`config.mk`:
```
export PLATFORM = sky130hd
export DESIGN_NAME = distinct_source_window_alarm
export DESIGN_NICKNAME = d
export VERILOG_FILES = /design/src/rtl/core/dswa_pkg.sv /design/src/rtl/core/distinct_source_window_alarm.sv
export VERILOG_INCLUDE_DIRS = /design/src /design/src/rtl/core
export SDC_FILE = /design/constraint.sdc
export NUM_CORES = 1
export LEC_CHECK = 0
export BUFFER_PORTS_ARGS = -buffer_cell sky130_fd_sc_hd__buf_2
export CELL_PAD_IN_SITES_DETAIL_PLACEMENT = 1
export CELL_PAD_IN_SITES_GLOBAL_PLACEMENT = 2
export CORE_MARGIN = 3
export CORE_UTILIZATION = 25
export DETAILED_ROUTE_END_ITERATION = 8
export GPL_TIMING_DRIVEN = 0
export PLACE_DENSITY = 0.65
export SLEW_MARGIN = 20
export SYNTH_ARGS = -nofsm -noshare
export SYNTH_HDL_FRONTEND = slang
export SYNTH_SLANG_ARGS = --single-unit
```
`constraint.sdc`:
```
create_clock -name clk -period 20.9 [get_ports clk]
set_clock_uncertainty 0.05 [all_clocks]
set_input_delay 2.09 -clock clk [delete_from_list [all_inputs] [get_ports clk]]
set_output_delay 2.09 -clock clk [all_outputs]
set_load 0.1 [all_outputs]
```
`src/rtl/core/distinct_source_window_alarm_defines.svh`:
```
// Assertion macros for the distinct-source window alarm.
// Included by the RTL files that carry concurrent checks; no other dependencies.
`ifndef DISTINCT_SOURCE_WINDOW_ALARM_DEFINES_SVH
`define DISTINCT_SOURCE_WINDOW_ALARM_DEFINES_SVH

// Same-cycle implication, disabled while reset is held.
`define DSWA_ASSERT_NOW(label, clk, rst, ante, cons, msg) \
  label: assert property (@(posedge clk) disable iff (rst) (ante) |-> (cons)) \
    else $error(msg);

// Next-cycle implication, disabled while reset is held.
`define DSWA_ASSERT_NEXT(label, clk, rst, ante, cons, msg) \
  label: assert property (@(posedge clk) disable iff (rst) (ante) |=> (cons)) \
    else $error(msg);

`endif

```
`src/rtl/core/dswa_pkg.sv`:
```
// Shared widths, reset values and register codes for the distinct-source window alarm.
// No dependencies.
package dswa_pkg;

  localparam int ENTRIES_DEFAULT = 3;

  localparam int ADDR_W     = 16;
  localparam int TIME_W     = 32;
  localparam int COUNT_W    = 5;
  localparam int THRESH_W   = 5;
  localparam int CFG_DATA_W = 32;
  localparam int CFG_IDX_W  = 1;

  localparam logic [TIME_W-1:0]   WINDOW_RESET    = 32'd3840;
  localparam logic [THRESH_W-1:0] THRESHOLD_RESET = 5'd3;

  // configuration register indexes
  localparam logic [CFG_IDX_W-1:0] REG_WINDOW_TICKS    = 1'b0;
  localparam logic [CFG_IDX_W-1:0] REG_ALARM_THRESHOLD = 1'b1;

  // item actions
  localparam logic ACT_CLICK = 1'b0;
  localparam logic ACT_CHECK = 1'b1;

endpackage

```
`src/rtl/core/distinct_source_window_alarm.sv`:
```
// Distinct-source window alarm: source table, activity count and alarm flag.
// Depends on dswa_pkg and distinct_source_window_alarm_defines.svh.
// ---------------------------------------------------------------------------
// Usage: raise start for one cycle per item; busy stays low, so an item may be
// transferred on every clock edge. The item is captured in an input register,
// and the table update, activity count and alarm decision are made in one pass
// of combinational logic that lands in the result register on the next edge.
// Each item therefore gives exactly one result, with done high for a single
// cycle once the result is in the result register; one item per cycle is
// sustained. The receiver cannot hold results off and must sample alarm and
// active_count while done is high. The table holds ENTRIES sources; all of them
// are compared in parallel, so ENTRIES sets the width of the compare and
// count logic rather than the rate. Configuration writes (cfg_write) take
// effect at once and should only be issued with no item in flight.
// ---------------------------------------------------------------------------
`include "distinct_source_window_alarm_defines.svh"

module distinct_source_window_alarm
  import dswa_pkg::*;
#(
  parameter int ENTRIES = ENTRIES_DEFAULT
) (
  input  logic                  clk,
  input  logic                  rst,
  // item transfer
  input  logic                  start,
  output logic                  busy,
  input  logic                  action,
  input  logic [ADDR_W-1:0]     source_address,
  input  logic [TIME_W-1:0]     current_time,
  // result transfer
  output logic                  done,
  output logic                  alarm,
  output logic [COUNT_W-1:0]    active_count,
  // configuration writes
  input  logic                  cfg_write,
  input  logic [CFG_IDX_W-1:0]  cfg_index,
  input  logic [CFG_DATA_W-1:0] cfg_data
);

  localparam int CNT_W = $clog2(ENTRIES + 1);

  // configuration registers
  logic [TIME_W-1:0]   window_ticks;
  logic [THRESH_W-1:0] alarm_threshold;

  // input register
  logic              in_valid;
  logic              in_action;
  logic [ADDR_W-1:0] in_address;
  logic [TIME_W-1:0] in_time;

  // source table; entries at or above the fill count are never trusted
  logic [ADDR_W-1:0] entry_address [ENTRIES];
  logic [TIME_W-1:0] entry_time    [ENTRIES];
  logic [CNT_W-1:0]  filled;
  logic [CNT_W-1:0]  filled_next;

  logic               alarm_flag_q;
  logic               alarm_next;
  logic [COUNT_W-1:0] count_next;

  logic               click;
  logic               any_hit;
  logic               full;
  logic [ENTRIES-1:0] entry_valid;
  logic [ENTRIES-1:0] hit;
  logic [ENTRIES-1:0] oldest;
  logic [ENTRIES-1:0] write_en;
  logic [ENTRIES-1:0] active;

  // never stalls the sender
  assign busy  = 1'b0;
  assign alarm = alarm_flag_q;

  // ---- configuration -------------------------------------------------------
  always_ff @(posedge clk) begin
    if (rst) begin
      window_ticks    <= WINDOW_RESET;
      alarm_threshold <= THRESHOLD_RESET;
    end else if (cfg_write) begin
      case (cfg_index)
        REG_WINDOW_TICKS:    window_ticks    <= cfg_data[TIME_W-1:0];
        REG_ALARM_THRESHOLD: alarm_threshold <= cfg_data[THRESH_W-1:0];
        default: ;
      endcase
    end
  end

  // ---- input register ------------------------------------------------------
  always_ff @(posedge clk) begin
    if (rst) begin
      in_valid <= 1'b0;
    end else begin
      in_valid <= start && !busy;
    end
  end

  always_ff @(posedge clk) begin
    if (start && !busy) begin
      in_action  <= action;
      in_address <= source_address;
      in_time    <= current_time;
    end
  end

  // ---- table lookup and victim choice --------------------------------------
  // The victim is the lowest index holding the smallest raw time: an entry
  // wins if it is strictly older than every entry below it and no newer than
  // every entry above it. Done as a pairwise compare matrix, no scan chain.
  always_comb begin
    for (int i = 0; i < ENTRIES; i++) begin
      entry_valid[i] = CNT_W'(i) < filled;
      hit[i]         = entry_valid[i] && (entry_address[i] == in_address);
      oldest[i]      = 1'b1;
      for (int j = 0; j < ENTRIES; j++) begin
        if (j < i) begin
          oldest[i] = oldest[i] && (entry_time[i] < entry_time[j]);
        end else if (j > i) begin
          oldest[i] = oldest[i] && (entry_time[i] <= entry_time[j]);
        end
      end
    end
  end

  assign click   = in_valid && (in_action == ACT_CLICK);
  assign any_hit = |hit;
  assign full    = filled == CNT_W'(ENTRIES);

  always_comb begin
    for (int i = 0; i < ENTRIES; i++) begin
      if (any_hit) begin
        write_en[i] = click && hit[i];
      end else if (!full) begin
        write_en[i] = click && (CNT_W'(i) == filled);
      end else begin
        write_en[i] = click && oldest[i];
      end
    end
  end

  assign filled_next = (click && !any_hit && !full) ? filled + CNT_W'(1) : filled;

  // ---- activity count over the updated table -------------------------------
  // A freshly written entry has age zero, so it always counts.
  always_comb begin
    count_next = '0;
    for (int i = 0; i < ENTRIES; i++) begin
      active[i] = (CNT_W'(i) < filled_next) &&
                  (write_en[i] || ((in_time - entry_time[i]) <= window_ticks));
      count_next = count_next + COUNT_W'(active[i]);
    end
  end

  // clicks only raise, checks only clear
  always_comb begin
    alarm_next = alarm_flag_q;
    if (in_valid) begin
      if (in_action == ACT_CLICK) begin
        if (count_next >= alarm_threshold) alarm_next = 1'b1;
      end else begin
        if (count_next < alarm_threshold) alarm_next = 1'b0;
      end
    end
  end

  // ---- state and result registers ------------------------------------------
  always_ff @(posedge clk) begin
    for (int i = 0; i < ENTRIES; i++) begin
      if (write_en[i]) begin
        entry_address[i] <= in_address;
        entry_time[i]    <= in_time;
      end
    end
  end

  always_ff @(posedge clk) begin
    if (rst) begin
      filled       <= '0;
      alarm_flag_q <= 1'b0;
      done         <= 1'b0;
    end else begin
      filled       <= filled_next;
      alarm_flag_q <= alarm_next;
      done         <= in_valid;
    end
  end

  always_ff @(posedge clk) begin
    if (in_valid) begin
      active_count <= count_next;
    end
  end

  // ---- checks --------------------------------------------------------------
  `DSWA_ASSERT_NEXT(a_item_gives_result, clk, rst, in_valid, done, "item gave no result")
  `DSWA_ASSERT_NEXT(a_no_spurious_result, clk, rst, !in_valid, !done, "result without item")
  `DSWA_ASSERT_NOW(a_count_bounded, clk, rst, done, active_count <= COUNT_W'(ENTRIES), "count above table size")
  `DSWA_ASSERT_NOW(a_fill_bounded, clk, rst, 1'b1, filled <= CNT_W'(ENTRIES), "fill count overran table")

endmodule

```
Yosys cells after proc, flatten, opt, wreduce, memory -nomap -nowiden

Memory sizes are Yosys's and may differ from the RTL's.
Cells that the tools add are included.

Reduce and logical (&&, ||, !) cells: 32
Muxes and demuxes: 16
Order comparisons: 17
Add/sub/neg operators: 6
Eq/ne operators: 7
Bitwise operators: 2

Operator list:

| cell                | number |
|---|---|
| $le 32x32->1        | 6 |
| $lt 32x32->1        | 3 |
| $sub 32x32->32      | 3 |
| $eq 16x16->1        | 3 |
| $logic_and 1x1->1   | 21 |
| $mux 1              | 15 |
| $lt 1x2->1 const A  | 4 |
| $ge 3x5->1          | 1 |
| $lt 3x5->1          | 1 |
| $lt 2x2->1 const A  | 2 |
| $reduce_and 2->1    | 2 |
| $add 2x1->3         | 1 |
| $logic_or 1x1->1    | 3 |
| $reduce_and 3->1    | 1 |
| $reduce_or 3->1     | 1 |
| $add 1x1->2         | 1 |
| $add 2x1->2 const B | 1 |
| $eq 1x2->1 const A  | 1 |
| $eq 2x2->1 const A  | 1 |
| $eq 2x2->1 const B  | 1 |
| $logic_not 1->1     | 2 |
| $logic_not 2->1     | 1 |
| $mux 2              | 1 |
| $ne 2x1->1 const B  | 1 |
| 2 further kinds     | 3 |

Output and inout bits: 8
Word-level logic and storage cells: 92
Memories: 2
RAM bits: 144
Input bits: 86
Bits in registers: 96

Memories:

| name          | words | bits a word | read ports | clocked after memory_dff | write ports | RTL line                           | RTL |
|---|---|---|---|---|---|---|---|
| entry_time    | 3     | 32          | 3          | 0                        | 3           | distinct_source_window_alarm.sv:55 | `logic [TIME_W-1:0] entry_time [ENTRIES];` |
| entry_address | 3     | 16          | 3          | 0                        | 3           | distinct_source_window_alarm.sv:54 | `logic [ADDR_W-1:0] entry_address [ENTRIES];` |

Depth between registers and ports, before layout

An unclocked memory read counts as a cell.

Word-level depth: 15
Depth in mapped cells: 33
Depth with buffers taken out: 33

Least setup slack after synthesis

No wires, ideal clock.

Path kind: reg2reg
From: memory entry_time[1][1] (netlist: entry_time[0][33])
To: register alarm_flag_q (netlist: alarm)
Arrival: 7656 ps
Data required time: 20783 ps
Path slack: 13127 ps
Setup time: 67 ps
Stages on the path, launching flop included: 23
Period minus slack after synthesis: 7773 ps
Buffers on the path: 0
Cell sequence: edfxtp_1 -> inv_1 -> ha_1 -> nor2b_1 -> o21ai_0 -> nand2b_1 -> a21oi_1 -> o21ai_0 -> a21o_1 -> a221oi_1 -> a31oi_1 -> a211oi_1 -> o31ai_1 -> fa_1 -> ha_1 -> inv_1 -> o21ai_0 -> a21oi_1 -> nor4_1 -> a21oi_1 -> nor2_1 -> a21oi_1 -> nor2_1

RTL lines:

| item                 | RTL line                            | RTL |
|---|---|---|
| start, declared      | distinct_source_window_alarm.sv:55  |  |
| end signal, assigned | distinct_source_window_alarm.sv:184 | `alarm_flag_q <= alarm_next;` |
| end, declared        | distinct_source_window_alarm.sv:59  | `logic alarm_flag_q;` |

Worst setup path after layout

From: register in_time[1]
To: register alarm_flag_q (netlist: alarm)

Cells in the longest elaborated chain, start to end: 9
Elaborated cells on any way between the ends: 19
Those cells by class: 5 x add/sub; 5 x order compare; 1 x eq/ne; 8 x reduce/logical

Ends and longest elaborated chain:

| item                                                                    | RTL line                                                                 | RTL |
|---|---|---|
| start, declared                                                         | distinct_source_window_alarm.sv:51                                       | `logic [TIME_W-1:0] in_time;` |
| start signal, assigned                                                  | distinct_source_window_alarm.sv:103                                      | `in_time <= current_time;` |
| $sub 32x32->32                                                          | distinct_source_window_alarm.sv:150                                      | `(write_en[i] \|\| ((in_time - entry_time[i]) <= window_ticks));` |
| $le 32x32->1                                                            | distinct_source_window_alarm.sv:150                                      |  |
| $logic_or 1x1->1                                                        | distinct_source_window_alarm.sv:150                                      |  |
| $logic_and 1x1->1                                                       | distinct_source_window_alarm.sv:149                                      | `active[i] = (CNT_W'(i) < filled_next) &&` |
| $add 1x1->2                                                             | distinct_source_window_alarm.sv:151                                      | `count_next = count_next + COUNT_W'(active[i]);` |
| $add 2x1->3 (*)                                                         | distinct_source_window_alarm.sv:151                                      |  |
| $lt 3x5->1 / $ge 3x5->1 (equally long branches)                         | distinct_source_window_alarm.sv:162, distinct_source_window_alarm.sv:160 |  |
| $ne 2x1->1 (no source line) / $reduce_bool 2->1 (equally long branches) | --                                                                       |  |
| $reduce_and 3->1 (no source line) (*)                                   | --                                                                       |  |

Every way passes the cells marked *; elsewhere a longest branch is shown, timed or not.
A chain may end at the register's enable or synchronous reset.

==> reports/qor.yml <==
num-nets-final: 2194
worstHoldStart: "window_ticks[2]"
yosys.area.top_type_share: 0.3436
root_buffer: "clkbuf_16"
num_io_pins: 94
status: "finished clean"
fin_tns_setup_ns: 0
synthArstFlopShare: 0
drt_iter0_drc: 470
start_util: 0.2529
setup_ws_ns: 13.12
rows: 95
area_growth_syn_to_layout_pct: 16.47
synth_edf_count: 195
cp_slowest_cell: "or4_1"
netlist_instances: 1679
r2r_slack_ns: 13.12
setup.worst_path.end_class: "flip-flop"
worstMarginPinSlew_ns: 1.134
num_vias: 13070
grt_pass1_vias: 13950
hold_class: "reg2reg"
ys_types: 69
yosys_register_bits: 237
routed_wl_mm: 54.07
hold_violations: 0
synthTopCellsByArea: "edfxtp_1, ha_1, a21oi_1, dfxtp_1, a21o_1"
maxCapViolCount: 0
reg2reg_from: "in_time[1]"
place_area_um2: 18830
dieWidth_um: 267.1
slew_viol_final: 0
cp_common_cell: "a21oi_1"
cts_hold_buf: 0
synth_common_cells: "ha_1, edfxtp_1, a21oi_1"
final_util: 0.2945
cts.clk_slew.worst_paths_ns: 0.06
critical_path.startpoint: "in_time[1]"
synth_ff_type: "edfxtp_1"
grt_max_degree: 28
grtUsageTotal: 0.1513
slowest_delay_ns: 0.56
gp_congestion: 0.8375
cp_data_arrival_time_ns: 8.27
cts-resized-gates: 0
numCtsBuffers: 31
clockBufferDepth: 3
post_synth.cell_area_avg_um2: 10.15
grt_pass1_wl_mm: 82.70
cts_sinks: 237
final_antenna_net_count: 0
insertion_delay_ns: 0.61
antenna_found_initial: 3
dp_hpwl_mm: 44.57
critPathKind: "reg2reg"
yosysSeqAreaShare: 0.3929
portBuffers: 88
pre_cts_slack_ns: 13.04
synth_area_um2: 17040
cellLeakagePower_nw: 8.516
firstDrtPassIters: 5
holdWs_ns: 0.4084
power.density_nw_per_um2: 70.81
timing.final.crit_share: 0.3723
via_per_inst: 4.817
drive_gt1_frac: 0.09358
finalPower_mw: 1.406
fp.dieH_um: 267.1
routedWlPerCell_um: 19.94
synth_warnings: 0
htreeDepth: 1
setup_viol: 0
rsz0062_at_grt: "false"
fin_area_um2: 19850
yosysTopAreaCell: "edfxtp_1"
max_slew_margin: 0.2343
worst_setup_path_start_kind: "flip-flop"
drcViolationCount: 0
postCtsSetupRepairBufs: 0
cts_tree: "done"
yosysMostFrequentCell: "ha_1"
die-area_um2: 71340
worst_ir_drop_vdd_mv: 0.05996
fin_cells: 2712
place_inst: 2653
cp_max_fo: 7
core_um2: 67400
grt-ovfl-total: 0
worstPathRequired_ns: 21.39
max_freq_mhz: 128.5
fin_crit_ns: 7.780
[layout by cell type, fill, tap and decap left out, drive strengths merged, types with 5 or more instances in the layout]
master | netlist | routed
clkinvlp | 0 | 5
buf | 7 | 105
inv | 167 | 173
a31oi | 11 | 11
nand2b | 20 | 20
nand4 | 50 | 50
ha | 291 | 291
xnor2 | 79 | 79
a21oi | 169 | 169
o21a | 20 | 20
o21bai | 9 | 9
a211o | 7 | 7
nor2 | 75 | 75
nor4 | 12 | 12
a2111oi | 5 | 5
o21ai | 70 | 70
nor3 | 17 | 17
dfxtp | 42 | 42
nand2 | 116 | 116
o211ai | 7 | 7
clkinv | 0 | 9
o31ai | 7 | 7
a21boi | 8 | 8
nor2b | 20 | 20
edfxtp | 195 | 195
and2 | 5 | 5
clkbuf | 11 | 48
o31a | 5 | 5
nand3 | 31 | 31
xor2 | 53 | 53
a211oi | 8 | 8
a21o | 100 | 100
and3 | 10 | 10
[per-layer routing]
| layer | part of all wire | GRT usage | vias up |
|---|---|---|---|
| li1 | - | - | 6430 |
| met3 | 0.039 | 0.02223 | 72 |
| met2 | 0.46 | 0.2505 | 202 |
| met4 | 0.025 | 0.04105 | 0 |
| met1 | 0.48 | 0.2062 | 6361 |
| met5 | 0 | 0 | - |
[sequential cells by signal (all words and copies together) (netlist names)]
signal	flops
entry_time	96
entry_address	48
in_time	32
window_ticks	32
in_address	16
alarm_threshold	5
active_count	2
filled	2
alarm	1
done	1
in_action	1
in_valid	1
[area by class of cell]
type / instances / area, um2
fill: 7609 / 47550
antenna: 1 / 2.502
clock buffer: 37 / 829.5
inverter: 167 / 626.9
multi-input combinational: 1260 / 9683
sequential: 237 / 6696
buffer: 18 / 82.58
timing repair buffer: 98 / 653.1
clock inverter: 21 / 182.7
tap: 873 / 1092
[critical path: cells and delay by family, from the launching register on]
kind,cells,cell delay [ns]
xor+xnor,1,0.17
simple gates,8,2.02
flops,1,0.53
fa+ha+maj,4,1.63
buf+inv,2,0.23
compound gates,14,3.09
[kinds of logic after synthesis]
logic type      synth area share
xor+xnor                 0.06784
flops                     0.3929
mux                    0.0005874
compound gates            0.1721
other cells            0.0002200
fa+ha+maj                 0.2183
buf+inv                  0.04163
simple gates              0.1064
[path summary, 6_finish.rpt]
kind                                        end  cells after the start
worst max-delay path                      alarm                     29
worst min-delay path            window_ticks[2]                      2
worst max register to register            alarm                     29
worst min register to register  window_ticks[2]                      2
[power by group]
group / internal [mW] / total (mW) / switching (mW)
registers: 0.532 / 0.553 / 0.0210
clock network: 0.300 / 0.534 / 0.234
logic: 0.130 / 0.319 / 0.189
Note: power is estimated with default switching activity, not from simulation.
